### config.mk
export PLATFORM = sky130hd
export DESIGN_NAME = orc_walker
export DESIGN_NICKNAME = d
export VERILOG_FILES = /design/src/hw/rtl/orc_pkg.sv /design/src/hw/rtl/orc_walker.sv
export SDC_FILE = /design/constraint.sdc
export NUM_CORES = 1
export LEC_CHECK = 0
export ABC_CLOCK_PERIOD_IN_PS = 6200
export BUFFER_PORTS_ARGS = -buffer_cell sky130_fd_sc_hd__buf_2
export CAP_MARGIN = 20
export CORE_UTILIZATION = 47
export CTS_BUF_LIST = sky130_fd_sc_hd__clkbuf_16
export DETAILED_ROUTE_END_ITERATION = 16
export PLACE_DENSITY = 0.78
export SETUP_SLACK_MARGIN = 0.5
export SLEW_MARGIN = 20
export SYNTH_ARGS = -nofsm -noshare
export SYNTH_HDL_FRONTEND = slang
export SYNTH_SLANG_ARGS = --single-unit
### constraint.sdc
create_clock -name clock -period 6.2 [get_ports clock]
set_clock_uncertainty 0.05 [all_clocks]
set_input_delay 0.62 -clock clock [delete_from_list [all_inputs] [get_ports clock]]
set_output_delay 0.62 -clock clock [all_outputs]
set_load 0.05 [all_outputs]
### src/hw/rtl/orc_pkg.sv
// orc_pkg: shared types and constants for the occupancy ray update core
// used by orc_ctrl, orc_walker, orc_grid and occupancy_ray_update_core
// no dependencies
`timescale 1ns / 1ps
`default_nettype none

package orc_pkg;

   localparam int COORD_W = 12;
   localparam int CELL_W  = 12;
   localparam int CNT_W   = 13;
   localparam int ERR_W   = 15;
   localparam int SIZE_W  = 10;
   localparam int STEP_W  = 11;
   localparam int CSR_IDX_W  = 3;
   localparam int CSR_DATA_W = 12;

   localparam logic [CSR_IDX_W-1:0] REG_FREE_STEP  = 3'd0;
   localparam logic [CSR_IDX_W-1:0] REG_OCC_STEP   = 3'd1;
   localparam logic [CSR_IDX_W-1:0] REG_CLAMP_LOW  = 3'd2;
   localparam logic [CSR_IDX_W-1:0] REG_CLAMP_HIGH = 3'd3;
   localparam logic [CSR_IDX_W-1:0] REG_MAP_WIDTH  = 3'd4;
   localparam logic [CSR_IDX_W-1:0] REG_MAP_HEIGHT = 3'd5;

   localparam logic [CELL_W-1:0]  FREE_STEP_RST  = 12'hF9A;  // -102
   localparam logic [STEP_W-1:0]  OCC_STEP_RST   = 11'd218;
   localparam logic [CELL_W-1:0]  CLAMP_LOW_RST  = 12'hB00;  // -1280
   localparam logic [STEP_W-1:0]  CLAMP_HIGH_RST = 11'd1280;
   localparam logic [SIZE_W-1:0]  MAP_SIZE_RST   = 10'd400;

   localparam logic REQ_RAY = 1'b0;

   typedef logic signed [COORD_W-1:0] coord_type;
   typedef logic signed [CELL_W-1:0]  cell_type;

   typedef struct packed {
      logic clear_en;
      logic load;
      logic walk_step;
      logic hit_step;
      logic read_cell;
      logic rsp_load;
   } cmd_type;

   typedef struct packed {
      logic clear_last;
      logic is_read;
      logic mark_hit;
      logic at_end;
      logic rsp_full;
   } sts_type;

   typedef enum logic [5:0] {
      ST_CLEAR = 6'b000001,
      ST_IDLE  = 6'b000010,
      ST_START = 6'b000100,
      ST_WALK  = 6'b001000,
      ST_HIT   = 6'b010000,
      ST_DONE  = 6'b100000
   } state_type;

endpackage

`default_nettype wire

### src/hw/rtl/orc_walker.sv
// orc_walker: bresenham line stepper with grid bounds check and cell address
// keeps the request fields, updated-cell count and hit flag; depends on orc_pkg
`timescale 1ns / 1ps
`default_nettype none

module orc_walker #(
   parameter int MAX_WIDTH  = 512,
   parameter int MAX_HEIGHT = 512,
   parameter int AW         = 18
) (
   input  logic                             clock,
   input  logic                             reset,
   input  orc_pkg::cmd_type                 cmd,
   input  logic                             req_type,
   input  orc_pkg::coord_type               start_x,
   input  orc_pkg::coord_type               start_y,
   input  orc_pkg::coord_type               end_x,
   input  orc_pkg::coord_type               end_y,
   input  logic                             mark_hit,
   input  logic [orc_pkg::SIZE_W-1:0]       map_width,
   input  logic [orc_pkg::SIZE_W-1:0]       map_height,
   output logic                             cell_inside,
   output logic [AW-1:0]                    cell_addr,
   output logic                             at_end,
   output logic                             is_read,
   output logic                             hit_mark,
   output logic [orc_pkg::CNT_W-1:0]        cells_changed,
   output logic                             hit_applied
);
   import orc_pkg::*;

   localparam logic [AW-1:0] ROW_PITCH = AW'(MAX_WIDTH);

   coord_type x_ff, x_in, y_ff, y_in, x1_ff, x1_in, y1_ff, y1_in;
   logic [COORD_W-1:0] dx_ff, dx_in, dy_ff, dy_in;
   logic sx_neg_ff, sx_neg_in, sy_neg_ff, sy_neg_in;
   logic signed [ERR_W-1:0] err_ff, err_in;
   logic [CNT_W-1:0] cnt_ff, cnt_in;
   logic hit_ff, hit_in, read_ff, read_in, mark_ff, mark_in;

   logic signed [COORD_W:0] diff_x, diff_y;
   logic [COORD_W-1:0] abs_x, abs_y;
   logic signed [ERR_W:0] e2, neg_dy, pos_dx;
   logic move_x, move_y;
   logic [SIZE_W-1:0] used_w, used_h;
   logic [AW-1:0] x_a, y_a;

   // bounds of the grid in use
   always_comb begin
      used_w = ({3'b000, map_width} > 13'(MAX_WIDTH)) ? SIZE_W'(MAX_WIDTH) : map_width;
      used_h = ({3'b000, map_height} > 13'(MAX_HEIGHT)) ? SIZE_W'(MAX_HEIGHT) : map_height;
      cell_inside = !x_ff[COORD_W-1] && !y_ff[COORD_W-1]
                    && (x_ff[COORD_W-2:0] < {1'b0, used_w})
                    && (y_ff[COORD_W-2:0] < {1'b0, used_h});
      x_a       = AW'(x_ff[COORD_W-2:0]);
      y_a       = AW'(y_ff[COORD_W-2:0]);
      cell_addr = AW'(y_a * ROW_PITCH + x_a);
      at_end    = (x_ff == x1_ff) && (y_ff == y1_ff);
   end

   // line setup and step
   always_comb begin
      diff_x = {end_x[COORD_W-1], end_x} - {start_x[COORD_W-1], start_x};
      diff_y = {end_y[COORD_W-1], end_y} - {start_y[COORD_W-1], start_y};
      abs_x  = diff_x[COORD_W] ? COORD_W'(-diff_x) : diff_x[COORD_W-1:0];
      abs_y  = diff_y[COORD_W] ? COORD_W'(-diff_y) : diff_y[COORD_W-1:0];

      e2     = {err_ff, 1'b0};
      pos_dx = {4'b0000, dx_ff};
      neg_dy = -$signed({4'b0000, dy_ff});
      move_x = e2 > neg_dy;
      move_y = e2 < pos_dx;

      x_in      = x_ff;
      y_in      = y_ff;
      x1_in     = x1_ff;
      y1_in     = y1_ff;
      dx_in     = dx_ff;
      dy_in     = dy_ff;
      sx_neg_in = sx_neg_ff;
      sy_neg_in = sy_neg_ff;
      err_in    = err_ff;
      cnt_in    = cnt_ff;
      hit_in    = hit_ff;
      read_in   = read_ff;
      mark_in   = mark_ff;

      if (cmd.load) begin
         x_in      = start_x;
         y_in      = start_y;
         x1_in     = end_x;
         y1_in     = end_y;
         dx_in     = abs_x;
         dy_in     = abs_y;
         sx_neg_in = !(start_x < end_x);
         sy_neg_in = !(start_y < end_y);
         err_in    = $signed({3'b000, abs_x}) - $signed({3'b000, abs_y});
         cnt_in    = '0;
         hit_in    = 1'b0;
         read_in   = (req_type != REQ_RAY);
         mark_in   = mark_hit;
      end else if (cmd.walk_step) begin
         if (move_x) begin
            x_in = sx_neg_ff ? x_ff - 12'sd1 : x_ff + 12'sd1;
         end
         if (move_y) begin
            y_in = sy_neg_ff ? y_ff - 12'sd1 : y_ff + 12'sd1;
         end
         err_in = err_ff - (move_x ? $signed({3'b000, dy_ff}) : '0)
                         + (move_y ? $signed({3'b000, dx_ff}) : '0);
         cnt_in = cnt_ff + CNT_W'(cell_inside);
      end else if (cmd.hit_step) begin
         hit_in = cell_inside;
         cnt_in = cnt_ff + CNT_W'(cell_inside);
      end
   end

   always_ff @(posedge clock) begin
      if (reset) begin
         cnt_ff  <= '0;
         hit_ff  <= 1'b0;
         read_ff <= 1'b0;
         mark_ff <= 1'b0;
      end else begin
         cnt_ff  <= cnt_in;
         hit_ff  <= hit_in;
         read_ff <= read_in;
         mark_ff <= mark_in;
      end
   end

   always_ff @(posedge clock) begin
      x_ff      <= x_in;
      y_ff      <= y_in;
      x1_ff     <= x1_in;
      y1_ff     <= y1_in;
      dx_ff     <= dx_in;
      dy_ff     <= dy_in;
      sx_neg_ff <= sx_neg_in;
      sy_neg_ff <= sy_neg_in;
      err_ff    <= err_in;
   end

   assign is_read       = read_ff;
   assign hit_mark      = mark_ff;
   assign cells_changed = cnt_ff;
   assign hit_applied   = hit_ff;

endmodule

`default_nettype wire

After elaboration in Yosys (flattened, before gate mapping). Index checks and enable logic that the tools add are counted. W data, S select, Z words.

Add/sub/neg operators: 14. Magnitude comparators: 8. Eq/ne operators: 2. Muxes and demuxes: 18. Bitwise logic cells: 1. Reductions and logical operators: 16.

Operators with widths (count): $mux W12 (12); $sub A12 B12 Y13 (3); $mux W15 (2); $mux W13 (2); $add A12 B2 Y12 const B (2); $eq A12 B12 Y1 (2); $lt A12 B12 Y1 (2); $neg A12 Y12 (2); $sub A12 B2 Y12 const B (2); $lt A11 B10 Y1 (2); $gt A10 B10 Y1 const B (2); $mux W10 (2); $add A18 B18 Y18 (1); $gt A16 B16 Y1 (1); $lt A16 B13 Y1 (1); $neg A12 Y16 (1); $add A15 B12 Y15 (1); $sub A15 B12 Y15 (1); $add A13 B1 Y13 (1); $reduce_bool A2 Y1 (4); $reduce_and A2 Y1 (3); $logic_and A1 B1 Y1 (4); $logic_not A1 Y1 (4); $reduce_or A2 Y1 (1); $not A1 Y1 (1).

Register bits: 105. Input bits: 78. Output and inout port bits: 36. Logic and storage cells: 72.

Longest topological paths before layout.
Depth after elaboration: 8. Depth in mapped cells: 25. Gate-level depth less buffers: 25.

Worst setup path before layout. OpenSTA, ideal clock, no wires.

Kind: register -> register. Start point: register dy_ff[3]. End point: register err_ff[12], data pin. Setup time: 0.261 ns. Data arrival time: 5.186 ns. Required time: 5.889 ns. Slack: 0.703 ns. Cell stages (with the launch flop): 25. Path buffers: 1. Period minus slack after synthesis: 5.497 ns. Cell sequence: edfxtp_1 > nor4_1 > nand2_1 > nor4_1 > xor2_1 > ha_1 > a21o_1 > a21o_1 > a21oi_1 > nor2_1 > nor4_1 > nor3_1 > clkbuf_1 > and2_1 > fa_1 > inv_1 > ha_1 > nor2b_1 > o21a_1 > o21a_1 > o211ai_1 > a21oi_1 > o311ai_0 > mux2i_1 > nand3_1.

Longest elaborated chain between the ends: 7.

RTL lines: start: declaration (RTL line orc_walker.sv:35) `logic [COORD_W-1:0] dx_ff, dx_in, dy_ff, dy_in;`; start signal: assignment (RTL line orc_walker.sv:138) `dy_ff <= dy_in;`; $neg A12 Y16 (RTL line orc_walker.sv:70) `neg_dy = -$signed({4'b0000, dy_ff});`; $gt A16 B16 Y1 (RTL line orc_walker.sv:71) `move_x = e2 > neg_dy;`; $mux W12 (*) (RTL line orc_walker.sv:109) `err_in = err_ff - (move_x ? $signed({3'b000, dy_ff}) : '0)`; $sub A15 B12 Y15 (*) (RTL line orc_walker.sv:109); $add A15 B12 Y15 (*) (RTL line orc_walker.sv:110) `+ (move_y ? $signed({3'b000, dx_ff}) : '0);`; $mux W15 (*) (RTL line orc_walker.sv:102) `end else if (cmd.walk_step) begin`; $mux W15 (*) (RTL line orc_walker.sv:88) `if (cmd.load) begin`; named net err_in[12] (RTL line orc_walker.sv:37) `logic signed [ERR_W-1:0] err_ff, err_in;`; end signal: assignment (RTL line orc_walker.sv:141) `err_ff <= err_in;`; end: declaration (RTL line orc_walker.sv:37).

The timed path passes the listed nets; every way through them passes the cells marked *. The select of a mux whose other input is x is not followed. A chain may end at the register's enable or synchronous reset.

Worst setup path after layout.
Start point: register dy_ff[3]. End point: register err_ff[13], data pin.

Same word-level chain as after synthesis.

==> qor.yml <==
drt:
  drc_errors: 0
  post_drt_wl_per_cell_um: 15.7
  first_iter_violations: 652
  vias: 8680
  viasPerCell: 5.65
  drtPass1Iterations: 5
  wl_um: 24100
  drtAntennaViolNets: 0
clocking:
  cts_tree: "built"
  numCtsBuffers: 9
  clockRootBuffer: "clkbuf_16"
  clk_pin_slew_ns: 0.08
  clockBufferDepth: 2
  htreeDepth: 3
  insertion_delay_ns: 0.36
  clkSinkCount: 105
  holdBufCountCts: 0
synth:
  ys_seq_area_share_pct: 29.0
  yosysUniqueCellTypes: 67
  synth-edff-count: 89
  synth_cells: 1156
  netlist_area_mm2: 0.0103
  netlist.area_leader.share_pct: 25.9
  synth_area_leaders: "edfxtp_1, ha_1, xor2_1"
  ys.flop_type: "edfxtp_1"
  syn_area_per_cell_um2: 8.92
  yosysTopAreaCell: "edfxtp_1"
  synth.yosys.warnings: 0
  synth_nets: 1382
  postSynth.asyncResetShare_pct: 0
  ys_ff_latch: 105
sta:
  tightest_slew_ns: 0.781
  fin_ws_ns: 0.542
  relSlewSlack_pct: 47.3
  report.final.slew_viol_count: 0
  max_freq_ghz: 0.177
  grt_setup_unrepaired: "true"
  setup_violations: 0
  finalHoldViolCount: 0
  finalCritPeriodShare_pct: 91.3
  period_minus_slack_ns: 5.66
  holdWs_ns: 0.384
  finalSetupTns_ns: 0
power:
  vdd_drop_max_mv: 0.501
  power.leakage_nw: 5.22
  power_density_mw_per_mm2: 547
worst_setup_path:
  cp-start-kind: "flip-flop"
  critical_path_class: "reg -> reg"
  crit_fanout: 3
  cp.required_ns: 6.25
  worstPathArrival_ns: 5.71
  endpoint_kind: "flip-flop"
layout:
  nNetsFinal: 1482
  final_core_util_pct: 54.5
  drive_above_1_share_pct: 15.8
  n_antenna_cell: 0
  area_delta_synth_final_pct: 12.5
  post-route-cell-area_mm2: 0.0116
die:
  die_area_mm2: 0.0225
  fp.dieW_um: 150
  coreArea_mm2: 0.0213
  die_height_um: 150
  initial_core_util_pct: 48.4
  placementRows: 53
  ios: 114
status:
  run_status: "completed"
grt:
  grtUsageTotal_pct: 21.8
  grt_pass1_wl_um: 39100
  grt_use_met3_pct: 2.42
  grt_use_met2_pct: 38.4
  grt_max_degree: 67
  grt_pass1_vias: 8279
  met1_usage_pct: 28.0
  busiest_layer: "met2"
  antenna_found_initial: 0
  grt-ovfl-total: 0
min_path:
  hold_class: "in -> reg"
placed_design:
  hpwlAfterDp_um: 19400
  placed_cell_area_mm2: 0.0111
  post-place-ws_ns: 0.197
  portBuffers: 110
  gp_congestion: 0.895
job:
  cap_violations: 0
-- logic make-up (layout without fill, tap and decap cells) --
| kind of cell | count (synthesis) | in the layout | share of synthesized area, % |
|---|---|---|---|
| AO/OA/AOI/OAI | 239 | 239 | 15.2 |
| adder cells (fa/ha/maj) | 148 | 148 | 19.3 |
| XOR/XNOR | 124 | 124 | 10.5 |
| multiplexers | 26 | 26 | 2.69 |
| flip-flops | 105 | 105 | 29.0 |
| AND/OR/NAND/NOR | 357 | 357 | 17.2 |
| buffers and inverters | 157 | 262 | 6.11 |
-- through the flow --
step,std cells,total power [mW]
after floorplan,1156,4.46
after global placement,1512,5.16
after detailed placement,1512,5.29
after CTS,1530,5.91
after global routing,1536,6.87
final,1536,6.35
-- worst max-delay path, cell delays in order (launching register included) --
cell      delay (ns)
edfxtp_1        0.43
nor4_2          0.32
nand2_1         0.15
nor4_2          0.32
xor2_1          0.19
ha_1            0.27
a21o_1          0.16
a21o_1          0.17
a21oi_2         0.15
nor2_2          0.08
o31a_1          0.35
nor4_4          0.18
fa_2            0.51
inv_2           0.08
ha_4            0.19
a21o_1          0.18
a21oi_4         0.17
o21bai_4        0.09
o311a_1         0.36
o41a_1          0.46
a211oi_2        0.29
xor2_1          0.17
o21ai_1         0.07
-- report_power, final --
group	leakage (nW)	internal, mW	switching (mW)	total, mW
clock	0.142	0.280	0.273	0.554
sequential	1.01	1.06	0.254	1.32
combinational	4.06	1.89	2.59	4.48
total	5.22	3.23	3.12	6.35
-- cell type report --
| class | count | area, µm² |
|---|---|---|
| repair buffers | 123 | 651 |
| multi-input cells | 894 | 6860 |
| clock inverters | 7 | 56.3 |
| clock buffers | 9 | 225 |
| fillers | 1900 | 9690 |
| flip-flops and latches | 105 | 2990 |
| well taps | 275 | 344 |
| inverters | 123 | 464 |
-- cell usage after synthesis (3+ instances only) --
| cell | n |
|---|---|
| a21oi_1 | 73 |
| buf_4 | 10 |
| o22ai_1 | 3 |
| mux2_2 | 14 |
| nor3b_1 | 3 |
| edfxtp_1 | 89 |
| a21o_1 | 25 |
| o31a_1 | 4 |
| xnor2_1 | 52 |
| fa_1 | 18 |
| o21bai_1 | 6 |
| a41oi_1 | 3 |
| nand2_1 | 112 |
| buf_1 | 4 |
| a211oi_1 | 4 |
| or2_2 | 9 |
| dfxtp_1 | 16 |
| o21a_1 | 18 |
| and2_1 | 17 |
| or3_1 | 9 |
| nor2_1 | 65 |
| a311oi_1 | 4 |
| a21boi_0 | 3 |
| nor3_1 | 27 |
| a31oi_1 | 6 |
| mux2i_1 | 12 |
| o211ai_1 | 7 |
| clkbuf_1 | 19 |
| nor4b_1 | 3 |
| o31ai_1 | 10 |
| nor2b_1 | 16 |
| nand2b_1 | 7 |
| a2111oi_0 | 4 |
| or4_1 | 3 |
| xor2_1 | 72 |
| inv_1 | 122 |
| ha_1 | 130 |
| nand3_1 | 20 |
| nand3b_1 | 9 |
| nor4_1 | 18 |
| o21ai_0 | 47 |
| and3_1 | 12 |
| nand4_1 | 20 |
-- per-layer routing --
| layer | vias to the layer above | share of wire [%] |
|---|---|---|
| li1 | 4298 | - |
| met5 | - | 0 |
| met1 | 4081 | 44 |
| met3 | 28 | 5.4 |
| met2 | 273 | 49 |
| met4 | 0 | 1.8 |
-- what timing repair did --
action / 4_1_cts / 5_1_grt
setup endpoints to repair: 6 / 6
pin swaps: 0 / 32
setup buffers: 2 / 6
resized for setup: 7 / 31
-- final timing paths --
path	startpoint	to	slack, ns	cells past startpoint
setup / recovery	dy_ff[3]$_DFFE_PP_	err_ff[13]$_DFFE_PP_	0.54	22
hold / removal	reset	is_read$_SDFFE_PP0P_	0.38	2
setup reg to reg	dy_ff[3]$_DFFE_PP_	err_ff[13]$_DFFE_PP_	0.54	22
hold reg to reg	hit_applied$_SDFFE_PP0P_	hit_applied$_SDFFE_PP0P_	0.42	2
-- state kept, by name, summed over array words and instances, names as in the netlist --
signal         count
cells_changed     13
dx_ff             12
dy_ff             12
err_ff            15
hit_applied        1
hit_mark           1
is_read            1
sx_neg_ff          1
sy_neg_ff          1
x1_ff             12
x_ff              12
y1_ff             12
y_ff              12
-- cell usage in the layout, fill, tap and decap left out, drive strengths merged, types with 25 or more instances in the layout --
cell	synthesis	layout
nor3	27	27
buf	14	123
ha	130	130
a21oi	74	74
edfxtp	89	89
nor2	65	65
a21o	25	25
inv	123	130
nand2	112	112
xnor2	52	52
o21ai	49	49
xor2	72	72
(Power assumes the default switching activity.)
