<file path="config.mk">
export PLATFORM = sky130hd
export DESIGN_NAME = orc_ctrl
export DESIGN_NICKNAME = d
export VERILOG_FILES = /design/src/hw/rtl/orc_pkg.sv /design/src/hw/rtl/orc_ctrl.sv
export SDC_FILE = /design/constraint.sdc
export NUM_CORES = 1
export LEC_CHECK = 0
export ABC_CLOCK_PERIOD_IN_PS = 1900
export BUFFER_PORTS_ARGS = -buffer_cell sky130_fd_sc_hd__buf_2
export CAP_MARGIN = 20
export CORE_AREA = 2 2 39 41
export CTS_CLUSTER_DIAMETER = 40
export CTS_CLUSTER_SIZE = 14
export DETAILED_ROUTE_END_ITERATION = 8
export DIE_AREA = 0 0 41 43
export GPL_TIMING_DRIVEN = 1
export PLACE_DENSITY = 0.66
export SLEW_MARGIN = 20
export SYNTH_ARGS = -nofsm -noshare
export SYNTH_HDL_FRONTEND = slang
export SYNTH_SLANG_ARGS = --single-unit
</file>
<file path="constraint.sdc">
create_clock -name clock -period 1.9 [get_ports clock]
set_clock_uncertainty 0.15 [all_clocks]
set_input_delay 0.285 -clock clock [delete_from_list [all_inputs] [get_ports clock]]
set_output_delay 0.285 -clock clock [all_outputs]
set_load 0.005 [all_outputs]
</file>
<file path="src/hw/rtl/orc_pkg.sv">
// orc_pkg: shared types and constants for the occupancy ray update core
// used by orc_ctrl, orc_walker, orc_grid and occupancy_ray_update_core
// no dependencies
`timescale 1ns / 1ps
`default_nettype none

package orc_pkg;

   localparam int COORD_W = 12;
   localparam int CELL_W  = 12;
   localparam int CNT_W   = 13;
   localparam int ERR_W   = 15;
   localparam int SIZE_W  = 10;
   localparam int STEP_W  = 11;
   localparam int CSR_IDX_W  = 3;
   localparam int CSR_DATA_W = 12;

   localparam logic [CSR_IDX_W-1:0] REG_FREE_STEP  = 3'd0;
   localparam logic [CSR_IDX_W-1:0] REG_OCC_STEP   = 3'd1;
   localparam logic [CSR_IDX_W-1:0] REG_CLAMP_LOW  = 3'd2;
   localparam logic [CSR_IDX_W-1:0] REG_CLAMP_HIGH = 3'd3;
   localparam logic [CSR_IDX_W-1:0] REG_MAP_WIDTH  = 3'd4;
   localparam logic [CSR_IDX_W-1:0] REG_MAP_HEIGHT = 3'd5;

   localparam logic [CELL_W-1:0]  FREE_STEP_RST  = 12'hF9A;  // -102
   localparam logic [STEP_W-1:0]  OCC_STEP_RST   = 11'd218;
   localparam logic [CELL_W-1:0]  CLAMP_LOW_RST  = 12'hB00;  // -1280
   localparam logic [STEP_W-1:0]  CLAMP_HIGH_RST = 11'd1280;
   localparam logic [SIZE_W-1:0]  MAP_SIZE_RST   = 10'd400;

   localparam logic REQ_RAY = 1'b0;

   typedef logic signed [COORD_W-1:0] coord_type;
   typedef logic signed [CELL_W-1:0]  cell_type;

   typedef struct packed {
      logic clear_en;
      logic load;
      logic walk_step;
      logic hit_step;
      logic read_cell;
      logic rsp_load;
   } cmd_type;

   typedef struct packed {
      logic clear_last;
      logic is_read;
      logic mark_hit;
      logic at_end;
      logic rsp_full;
   } sts_type;

   typedef enum logic [5:0] {
      ST_CLEAR = 6'b000001,
      ST_IDLE  = 6'b000010,
      ST_START = 6'b000100,
      ST_WALK  = 6'b001000,
      ST_HIT   = 6'b010000,
      ST_DONE  = 6'b100000
   } state_type;

endpackage

`default_nettype wire

</file>
<file path="src/hw/rtl/orc_ctrl.sv">
// orc_ctrl: sequencing state machine for clear, ray walk, hit and read requests
// depends on orc_pkg
`timescale 1ns / 1ps
`default_nettype none

module orc_ctrl (
   input  logic             clock,
   input  logic             reset,
   input  logic             req_tvalid,
   output logic             req_tready,
   input  orc_pkg::sts_type sts,
   output orc_pkg::cmd_type cmd
);
   import orc_pkg::*;

   state_type state_ff, state_in;

   always_ff @(posedge clock) begin
      if (reset) begin
         state_ff <= ST_CLEAR;
      end else begin
         state_ff <= state_in;
      end
   end

   always_comb begin
      state_in   = state_ff;
      cmd        = '0;
      req_tready = 1'b0;
      unique case (state_ff)
         ST_CLEAR: begin
            cmd.clear_en = 1'b1;
            if (sts.clear_last) begin
               state_in = ST_IDLE;
            end
         end
         ST_IDLE: begin
            req_tready = 1'b1;
            if (req_tvalid) begin
               cmd.load = 1'b1;
               state_in = ST_START;
            end
         end
         ST_START: begin
            if (sts.is_read) begin
               cmd.read_cell = 1'b1;
               state_in      = ST_DONE;
            end else begin
               state_in = ST_WALK;
            end
         end
         ST_WALK: begin
            if (sts.at_end) begin
               state_in = sts.mark_hit ? ST_HIT : ST_DONE;
            end else begin
               cmd.walk_step = 1'b1;
            end
         end
         ST_HIT: begin
            cmd.hit_step = 1'b1;
            state_in     = ST_DONE;
         end
         ST_DONE: begin
            if (!sts.rsp_full) begin
               cmd.rsp_load = 1'b1;
               state_in     = ST_IDLE;
            end
         end
         default: begin
            state_in = ST_CLEAR;
         end
      endcase
   end

endmodule

`default_nettype wire

</file>
* Yosys cells after proc, flatten, opt, wreduce, memory -nomap -nowiden
Cells that the tools add are included.
Cells by class: add/sub/neg operators 0, multiply operators 0, divide/modulo/power cells 0, magnitude comparators 0, equality and inequality tests 10, shift-type cells 0, muxes and demuxes 18, bitwise logic cells 0, reduce and logical (&&, ||, !) cells 1
Operator list (number):
- 2-to-1 mux 6 bit | 6
- case mux 6 bit (6 select lines) | 1
- 2-to-1 mux 1 bit | 11
- inequality test 2 bit, second input constant | 4
- equality test 6 x 1 -> 1 bit, second input constant | 1
- equality test 6 x 2 -> 1 bit, second input constant | 1
- equality test 6 x 3 -> 1 bit, second input constant | 1
- equality test 6 x 4 -> 1 bit, second input constant | 1
- equality test 6 x 5 -> 1 bit, second input constant | 1
- equality test 6 bit, second input constant | 1
- AND reduction 4 bit | 1
Storage, ports and cells: flip-flop bits (word level) 6, latch bits 0, RAM bits 0, bits in read-only memories 0, input port bits 8, output and inout bits 7, word-level logic and storage cells 30, memories 0

* Depth between registers and ports, before layout
Gate-level depths: netlist (run 1).
depth after elaboration 3, depth in mapped cells 5, gate-level depth less buffers 5

* Worst setup path after synthesis (run 1)
OpenSTA, ideal clock, no wires.
path kind register -> register, start register state_ff[4], end register state_ff[1], library setup time 0.125 ns, arrival 1.558 ns, data required time 1.625 ns, slack 0.067 ns, cell stages (with the launch flop) 5, buffers on the path 0, clock period less this slack 1.833 ns, path through dfxtp_1 > or4b_4 > or4_4 > a31oi_1 > nor3_2
On the way: longest elaborated chain between the ends 3, elaborated cells between the ends (all ways) 12, classes of those cells 10 x eq/ne; 1 x mux; 1 x reduce/logical
Ends and longest elaborated chain:
- from (decl) | line orc_ctrl.sv:16 | state_type state_ff, state_in;
- from (signal assigned) | line orc_ctrl.sv:22 | state_ff <= state_in;
- equality test 6 x 1 -> 1 bit (tied with other cells) | line orc_ctrl.sv:30 | unique case (state_ff)
- inequality test 2 bit (no source line)
- AND reduction 4 bit (no source line)
Parallel ways exist; a longest one is shown, timed or not. A chain may end at the register's enable or synchronous reset.

==> run metrics, run 1 <==
outcome=complete, but fails checks; failing checks=negative setup slack; first-pass GRT wire length=1880 microns; Final Hold Vio Count=0; Routed Antenna Nets=0; Largest stage delay, worst path=0.53 ns; min-delay worst type=in2reg; P_leak=0.275 nW; final WL=1260 microns; DR vias=484; Die Footprint=1760 sq um; CTS Root Cell=clkbuf_4; post-place instance area=between 500 and 600 sq um; Netlist Area Pre-Place=435 sq um; clk_lat worst skew=0.24 ns; Top delay family on crit path=simple AND/OR/NAND/NOR gates; kind of critical path=reg2out; H-Tree Depth=1; Syn Inst Count=51; Slowest-stage cell, CP=or4b_4; cells on worst reg2reg path=5; Fmax=468 MHz; Vias/cell=5.50; Max rail drop VDD=0.384 mV; post-layout min period=around 2.1 ns; cells along the critical path=or4b_4 > or4_4 > clkinv_2 > buf_2; biggest registers after layout=state_ff: 6 flops; top-count cell post-synth=dfxtp_1; total track usage=0.156; Setup WS post-layout=-0.235 ns; max-cap violations=0; Biggest register=state_ff; Initial DRC Count=9; Post-synth EDFFs=0; post-synth cell types=30; Nets=82; top cell type's share of synthesized area=0.276; Post-route DRC=0; Max FO, Critical Path=3; Pwr Density=1010 nW/um^2; WHS Path Cells=2; Avg Inst Size Synth=8.54 sq um; # rows=14; Die Width=roughly 41 microns; # IOs=15; layout cells sized above 1=0.597; initial antenna violation count=0; Slew @ Worst Pin=0.433 ns; vias in the first global route=453; max reg flops=6; largest net degree at the start of global routing=11; Crit path depth=4; CTS Buf Count=3; Finished Cell Area=654 sq um; n_diodes=0; TritonCTS clock tree=yes; sequential cell area fraction in the yosys report=0.276; Startpoint Class=flop; final period utilization=1.12; Buf+Inv Stages, Crit Path=2; core area=between 1000 and 1500 sq um; Slew HR=0.710; Initial Utilization=0.315; area leader, netlist=dfxtp_1; total gr overflow=0; ys async rst share=0; #FFs+latches synth=6; final std cells w/o fill=88; routed len/inst=about 14 microns; Worst setup EP type=output pin; # port buffers=14; GP Congestion=0.774; Syn Nets=59; die height=between 40 and 50 microns; # placed instances=84; Worst EP arrival=1.70 ns; hpwl dp=874 microns; Area Overhead vs Synth=50.3%; Pre-Repair DR Iteration Count=2; Final setup viols=3; Main synth FF type=dfxtp_1; clock sink total=6; Worst Path Required=between 1 and 1.5 ns; largest cells by area after synthesis=dfxtp_1 28%, nor3b_1 5.2%, nand2b_1 4.3%; unrepaired setup endpoints after global routing=true; Longest Clk Path Bufs=2; total negative setup slack=-0.318 ns; clk slew on worst S/H paths=0.04 ns; Pins Over Slew Limit=0; Synthesis Warnings=0
## cells in the final DEF, fill, tap and decap left out, types with 3 or more instances in the layout
cell type / netlist / layout
a21oi_1: 3 / 3
buf_2: 0 / 14
buf_4: 0 / 5
clkbuf_4: 0 / 3
dfxtp_1: 6 / 3
dfxtp_2: 0 / 3
nand2b_1: 3 / 3
nor2_1: 3 / 3
nor3b_1: 3 / 3
or4_4: 1 / 3
## per-layer routing
metal  part of all wire  track usage
met2               0.53        0.263
met5                  0            0
met3              0.030       0.0314
met4              0.014       0.0800
met1               0.42        0.173
## worst paths after layout
path | startpoint | to | slack, ns
worst max-delay path | state_ff[0] | cmd[3] | -0.24
worst min-delay path | reset | state_ff[3] | 0.14
worst max register to register | state_ff[0] | state_ff[5] | -0.01
worst min register to register | state_ff[2] | state_ff[4] | 0.51
## cell families after synthesis
kind of cell / count (synthesis) / synth area share
AOI/OAI and AO/OA: 9 / 0.138
xor gates and xnor gates: 1 / 0.0201
and+or+nand+nor: 31 / 0.529
buffers and inverters: 4 / 0.0373
DFF: 6 / 0.276
## worst register-to-register path: cells and delay by family (launching register included)
kind                   cells  cell delay (ns)
flip-flops                 1             0.32
AO/OA/AOI/OAI              2             0.17
AND/OR/NAND/NOR            2             0.98
buffers and inverters      1             0.17
## what timing repair did
| action | in CTS | in global routing |
|---|---|---|
| hold buffers | 0 | 0 |
| buffers inserted | 1 | 0 |
| cloned | 0 | 0 |
| pin swaps | 1 | 2 |
| setup endpoints to repair | 3 | 10 |
| gates resized for setup | 3 | 13 |
## through the flow
step	setup slack [ns]	util	hold slack (ns)	power, W
floorplan	0.0667	-	0.204	0.000378
global placement	0.0357	0.404	0.388	0.000474
detailed placement	0.0213	0.404	0.391	0.000474
CTS	-0.230	0.437	0.137	0.000608
global route	-0.306	0.473	0.144	0.000717
finish	-0.235	0.473	0.136	0.000664
## report_power, final
group	switching (W)	internal (W)
Clock	0.0000413	0.0000711
Combinational	0.000183	0.000197
Sequential	0.0000218	0.000150
## area by class of cell
cell class | instances | area [sq um]
Multi-Input combinational cell | 41 | 353
Inverter | 1 | 5.00
Tap cell | 16 | 20.0
Clock buffer | 3 | 22.5
Sequential cell | 6 | 124
Timing Repair Buffer | 21 | 130
Fill cell | 141 | 729
Note: power is estimated with default switching activity, not from simulation.
==> run 2: changes to the inputs <==
Settings changed: ABC_CLOCK_PERIOD_IN_PS 1900 to 2200, PLACE_DENSITY 0.66 to 0.64.
Clock period 1.9 ns to 2.2 ns, I/O delays scaled along.
==> run 2 against run 1 <==
The flow now finishes without violations. Utilization shrank 5.4 points. Clock-buffer cell count is the same. First-iteration DRC count shrank 44%. Sequential share of layout area grew 2.9 points. Worst hold slack gained 0.052 ns. Flip-flop and latch count is the same. Combinational power shrank 31%. Final area shrank 11%. Critical path type unchanged. Highest routed layer is now met3.
==> run metrics, run 2 (synthesis gave the netlist of run 1 again) <==
Worst EP arrival=1.66 ns; Longest Clk Path Bufs=2; routed len/inst=11.9 microns; Initial DRC Count=5; cells along the critical path=or4b_4 > or4_4 > clkinv_2 > buf_6; Biggest register=state_ff; CTS Root Cell=clkbuf_4; Slew @ Worst Pin=a little over 0.5 ns; first-pass GRT wire length=1590 microns; final WL=1010 microns; Largest stage delay, worst path=0.53 ns; Reg2Reg Launch Point=state_ff[1]; post-layout min period=between 2 and 2.5 ns; Startpoint Class=flop; Final setup viols=0; layout cells sized above 1=0.478; # IOs=15; max-cap violations=0; max reg flops=6; CTS Buf Count=3; Area Overhead vs Synth=33.0%; initial antenna violation count=0; core area=1380 sq um; final period utilization=0.974; n_diodes=0; unrepaired setup endpoints after global routing=false; Worst Path Required=between 1.5 and 2 ns; commonest non-fill, non-tap cell in the layout=buf_2; Nets=79; Pins Over Slew Limit=0; Top delay family on crit path=simple AND/OR/NAND/NOR gates; Buf+Inv Stages, Crit Path=2; CTS hold repair buffers=0; total gr overflow=0; Die Width=41 microns; Post-Route Utilization=0.419; Worst Hold Launch=sts[2]; # rows=14; Pwr Density=864 nW/um^2; Final Hold Vio Count=0; reg-to-reg slack, setup=0.27 ns; Worst setup EP type=output pin; biggest registers after layout=state_ff: 6 flops; # port buffers=14; clk slew on worst S/H paths=0.04 ns; largest net degree at the start of global routing=11; outcome=finished clean; Post-route DRC=0; Routed Antenna Nets=0; Slew HR=0.652; Max rail drop VDD=~0.35 mV; TritonCTS clock tree=yes; DR vias=around 450; commonest cells after routing, fill and taps aside=13 x buf_2, 4 x buf_4; Die Footprint=1760 sq um; Max FO, Critical Path=2; H-Tree Depth=1; CP Launch Point=state_ff[1]; min-delay worst type=in2reg; die height=between 40 and 50 microns; Initial Utilization=0.315; vias in the first global route=399; Pre-Repair DR Iteration Count=4; P_leak=0.242 nW; total track usage=0.135; Vias/cell=5.34; clock sink total=6; Fmax=467 MHz; Finished Cell Area=579 sq um; Slowest-stage cell, CP=or4b_4; clk_lat worst skew=0.24 ns; post-place instance area=529 sq um; kind of critical path=reg2out; GP Congestion=roughly 0.73
## run 2: worst paths after layout
path | to | cells after the start
setup / recovery | cmd[3] | 4
hold / removal | state_ff[4] | 3
setup reg to reg | state_ff[1] | 5
hold reg to reg | state_ff[0] | 2
## run 2: per-layer routing
| metal | global-route usage | part of all wire | routed length [microns] | vias to the layer above |
|---|---|---|---|---|
| met3 | 0.0314 | 0.038 | 38 | 0 |
| met5 | 0 | 0 | 0 | - |
| met2 | 0.206 | 0.50 | 508 | 13 |
| li1 | - | - | - | 234 |
| met4 | 0.0800 | 0 | 0 | 0 |
| met1 | 0.162 | 0.46 | 464 | 207 |
## run 2: repair_timing
action                     4_1_cts  5_1_grt
setup buffers                    2        0
setup endpoints to repair        1        1
pin swaps                        2        1
resized for setup                5        0
## run 2: final cells by class
| type | count | area [sq um] |
|---|---|---|
| tap | 16 | 20.0 |
| timing repair buffer | 18 | 106 |
| fill | 141 | 805 |
| clock buffer | 3 | 22.5 |
| multi-input combinational | 41 | 299 |
| sequential | 6 | 126 |
| inverter | 1 | 5.00 |
## run 2: power by group
group	leakage, nW	switching, W	internal (W)
Combinational	0.178	0.000133	0.000131
Clock	0.0138	0.0000338	0.0000613
Sequential	0.0505	0.0000125	0.000129
## run 2: stage by stage
stage	power [W]	cells	setup TNS, ns	hold WS, ns	worst slack (ns)
2_1_floorplan	0.000326	51	0	0.249	0.322
3_3_place_gp	0.000410	80	0	0.439	0.211
3_5_place_dp	0.000407	80	0	0.441	0.190
4_1_cts	0.000508	85	-0.0227	0.181	-0.0227
5_1_grt	0.000544	85	0	0.196	0.00861
6_report	0.000500	85	0	0.188	0.0569
## run 2: worst register-to-register path: cells and delay by family, from the launching register on
kind | cells | cell delay (ns)
AO/OA/AOI/OAI | 1 | 0.15
AND/OR/NAND/NOR | 3 | 1.04
buffers and inverters | 1 | 0.16
flip-flops | 1 | 0.31
==> run 3: changes to the inputs <==
Settings changed: BUFFER_PORTS_ARGS -buffer_cell sky130_fd_sc_hd__buf_2 to not set, CTS_BUF_LIST set to sky130_fd_sc_hd__clkbuf_16, DONT_BUFFER_PORTS set to 1, PLACE_DENSITY 0.64 to 0.54.
==> run 3 against run 2 <==
Largest power group is now clock. Critical path type unchanged. Combinational power decreased by 21%. Cell count decreased by 20%. Maximum frequency is 0.36% higher. Highest routed layer is now met4. Global-route usage down 0.074 points. Worst setup slack better by 0.0077 ns. Flip-flop and latch count did not move. Register-to-register slack improved by 0.05 ns. Worst hold slack got worse by 0.17 ns. Critical path depth decreased by 1. Clock-buffer cell count unchanged.
==> run metrics, run 3 (synthesis gave the netlist of run 1 again) <==
vias in the first global route=374; total track usage=0.134; area of the multi-input gates=299 sq um; n_diodes=0; clk slew on worst S/H paths=roughly 0.030 ns; P_leak=0.187 nW; # rows=14; # placed instances=65; Flop pwr share=0.247; largest net degree at the start of global routing=12; final WL=948 microns; # port buffers=0; hpwl dp=between 700 and 800 microns; Die Footprint=1760 sq um; Longest Clk Path Bufs=2; WHS Path Cells=1; H-Tree Depth=1; Logic pwr share=0.316; unrepaired setup endpoints after global routing=false; Worst EP arrival=1.66 ns; Startpoint Class=flop; initial antenna violation count=0; layout cells sized above 1=0.308; Max FO, Critical Path=7; biggest registers after layout=state_ff: 6 flops; Initial Utilization=0.315; R2R Path End=state_ff[1]; Slew HR=0.650; clk_lat worst skew=between 0.2 and 0.25 ns; Hold Slack=roughly 0.013 ns; kind of critical path=reg2out; Pins Over Slew Limit=0; Routed Antenna Nets=0; Fmax=468 MHz; GP Congestion=0.765; WHS Endpoint=state_ff[3]; total negative setup slack=0 ns; Nets=62; Die Width=41 microns; final-layout fill cell count=about 150; Slew @ Worst Pin=0.519 ns; TritonCTS clock tree=yes; Worst setup EP type=output pin; Worst Path Required=1.72 ns; Internal=0.000467 W; Vias/cell=5.79; CTS Root Cell=clkbuf_16; die height=around 43 microns; storage element area=124 sq um; first-pass GRT wire length=1580 microns; reg-to-reg slack, setup=0.32 ns; Biggest register=state_ff; post-layout min period=2.14 ns; Area Overhead vs Synth=21.8%; Clock power frac=0.437; core area=1380 sq um; CTS Buf Count=3; switching power=0.000192 W; routed len/inst=13.9 microns; Pwr Density=1240 nW/um^2; Worst Hold Launch=reset; Sw Ratio=0.292; Setup WS post-layout=0.0647 ns; outcome=finished clean; max reg flops=6; Reg2Reg Launch Point=state_ff[4]; final period utilization=0.971; Final Hold Vio Count=0; total gr overflow=0; setup slack after placement=0.273 ns; DR vias=394; Pre-Repair DR Iteration Count=4; cells on worst reg2reg path=4; final std cells w/o fill=68; max-cap violations=0; Max rail drop VDD=about 0.54 mV; Design Power=0.000659 W; min-delay worst type=in2reg; Initial DRC Count=6; # IOs=15; Post-route DRC=0; Final setup viols=0; clock sink total=6
[run 3: cell count changes in the layout (fill, tap and decap cells not counted)]
cell       before  now
buf_2          13    0
buf_4           4    1
buf_6           1    0
clkbuf_16       0    3
clkbuf_4        3    0
dfxtp_2         2    3
dfxtp_4         1    0
[run 3: area by class of cell]
| cell class | count | area share |
|---|---|---|
| multi-input combinational | 41 | 0.564 |
| sequential | 6 | 0.233 |
| clock buffer | 3 | 0.142 |
| tap | 16 | 0.0377 |
| timing repair buffer | 1 | 0.0142 |
| inverter | 1 | 0.00943 |
[run 3: worst max path at each step]
| stage | slack, ns | startpoint | endpoint | cells past startpoint |
|---|---|---|---|---|
| after global placement | 0.28 | state_ff[4] | cmd[3] | 3 |
| after global routing | 0.004 | state_ff[4] | cmd[3] | 3 |
| after floorplan | 0.32 | state_ff[4] | cmd[3] | 3 |
| final | 0.06 | state_ff[4] | cmd[3] | 3 |
| after CTS | 0.04 | state_ff[1] | cmd[3] | 3 |
| after detailed placement | 0.27 | state_ff[1] | cmd[3] | 3 |
[run 3: stage by stage]
| step | cell area, sq um | utilization |
|---|---|---|
| 5_1_grt | 531 | 0.383 |
| 3_5_place_dp | 452 | 0.326 |
| 3_3_place_gp | 452 | 0.326 |
| 6_report | 531 | 0.383 |
| 4_1_cts | 527 | 0.381 |
| 2_1_floorplan | 435 | - |
[run 3: metal layers]
layer,part of all wire,GRT usage
met1,0.43,0.156
met2,0.51,0.197
met3,0.032,0.0314
met4,0.025,0.107
met5,0,0
[run 3: power groups by stage]
stage	Clock, W	Sequential (W)	Combinational, W
3_3_place_gp	0	0.000160	0.000213
5_1_grt	0.000299	0.000168	0.000231
2_1_floorplan	0	0.000139	0.000187
4_1_cts	0.000293	0.000159	0.000209
3_5_place_dp	0	0.000161	0.000209
6_report	0.000288	0.000163	0.000208
[run 3: repair_timing]
action / in CTS / in global routing
hold buffers: 0 / 0
endpoints found under the setup margin: 0 / 1
resized for setup: 0 / 3
setup buffers: 0 / 0
[run 3: worst max-delay path: stages (launching register included)]
cell and delay (ns):
dfxtp_2 0.34, or4b_4 0.55, or4_4 0.47, clkinv_2 0.08
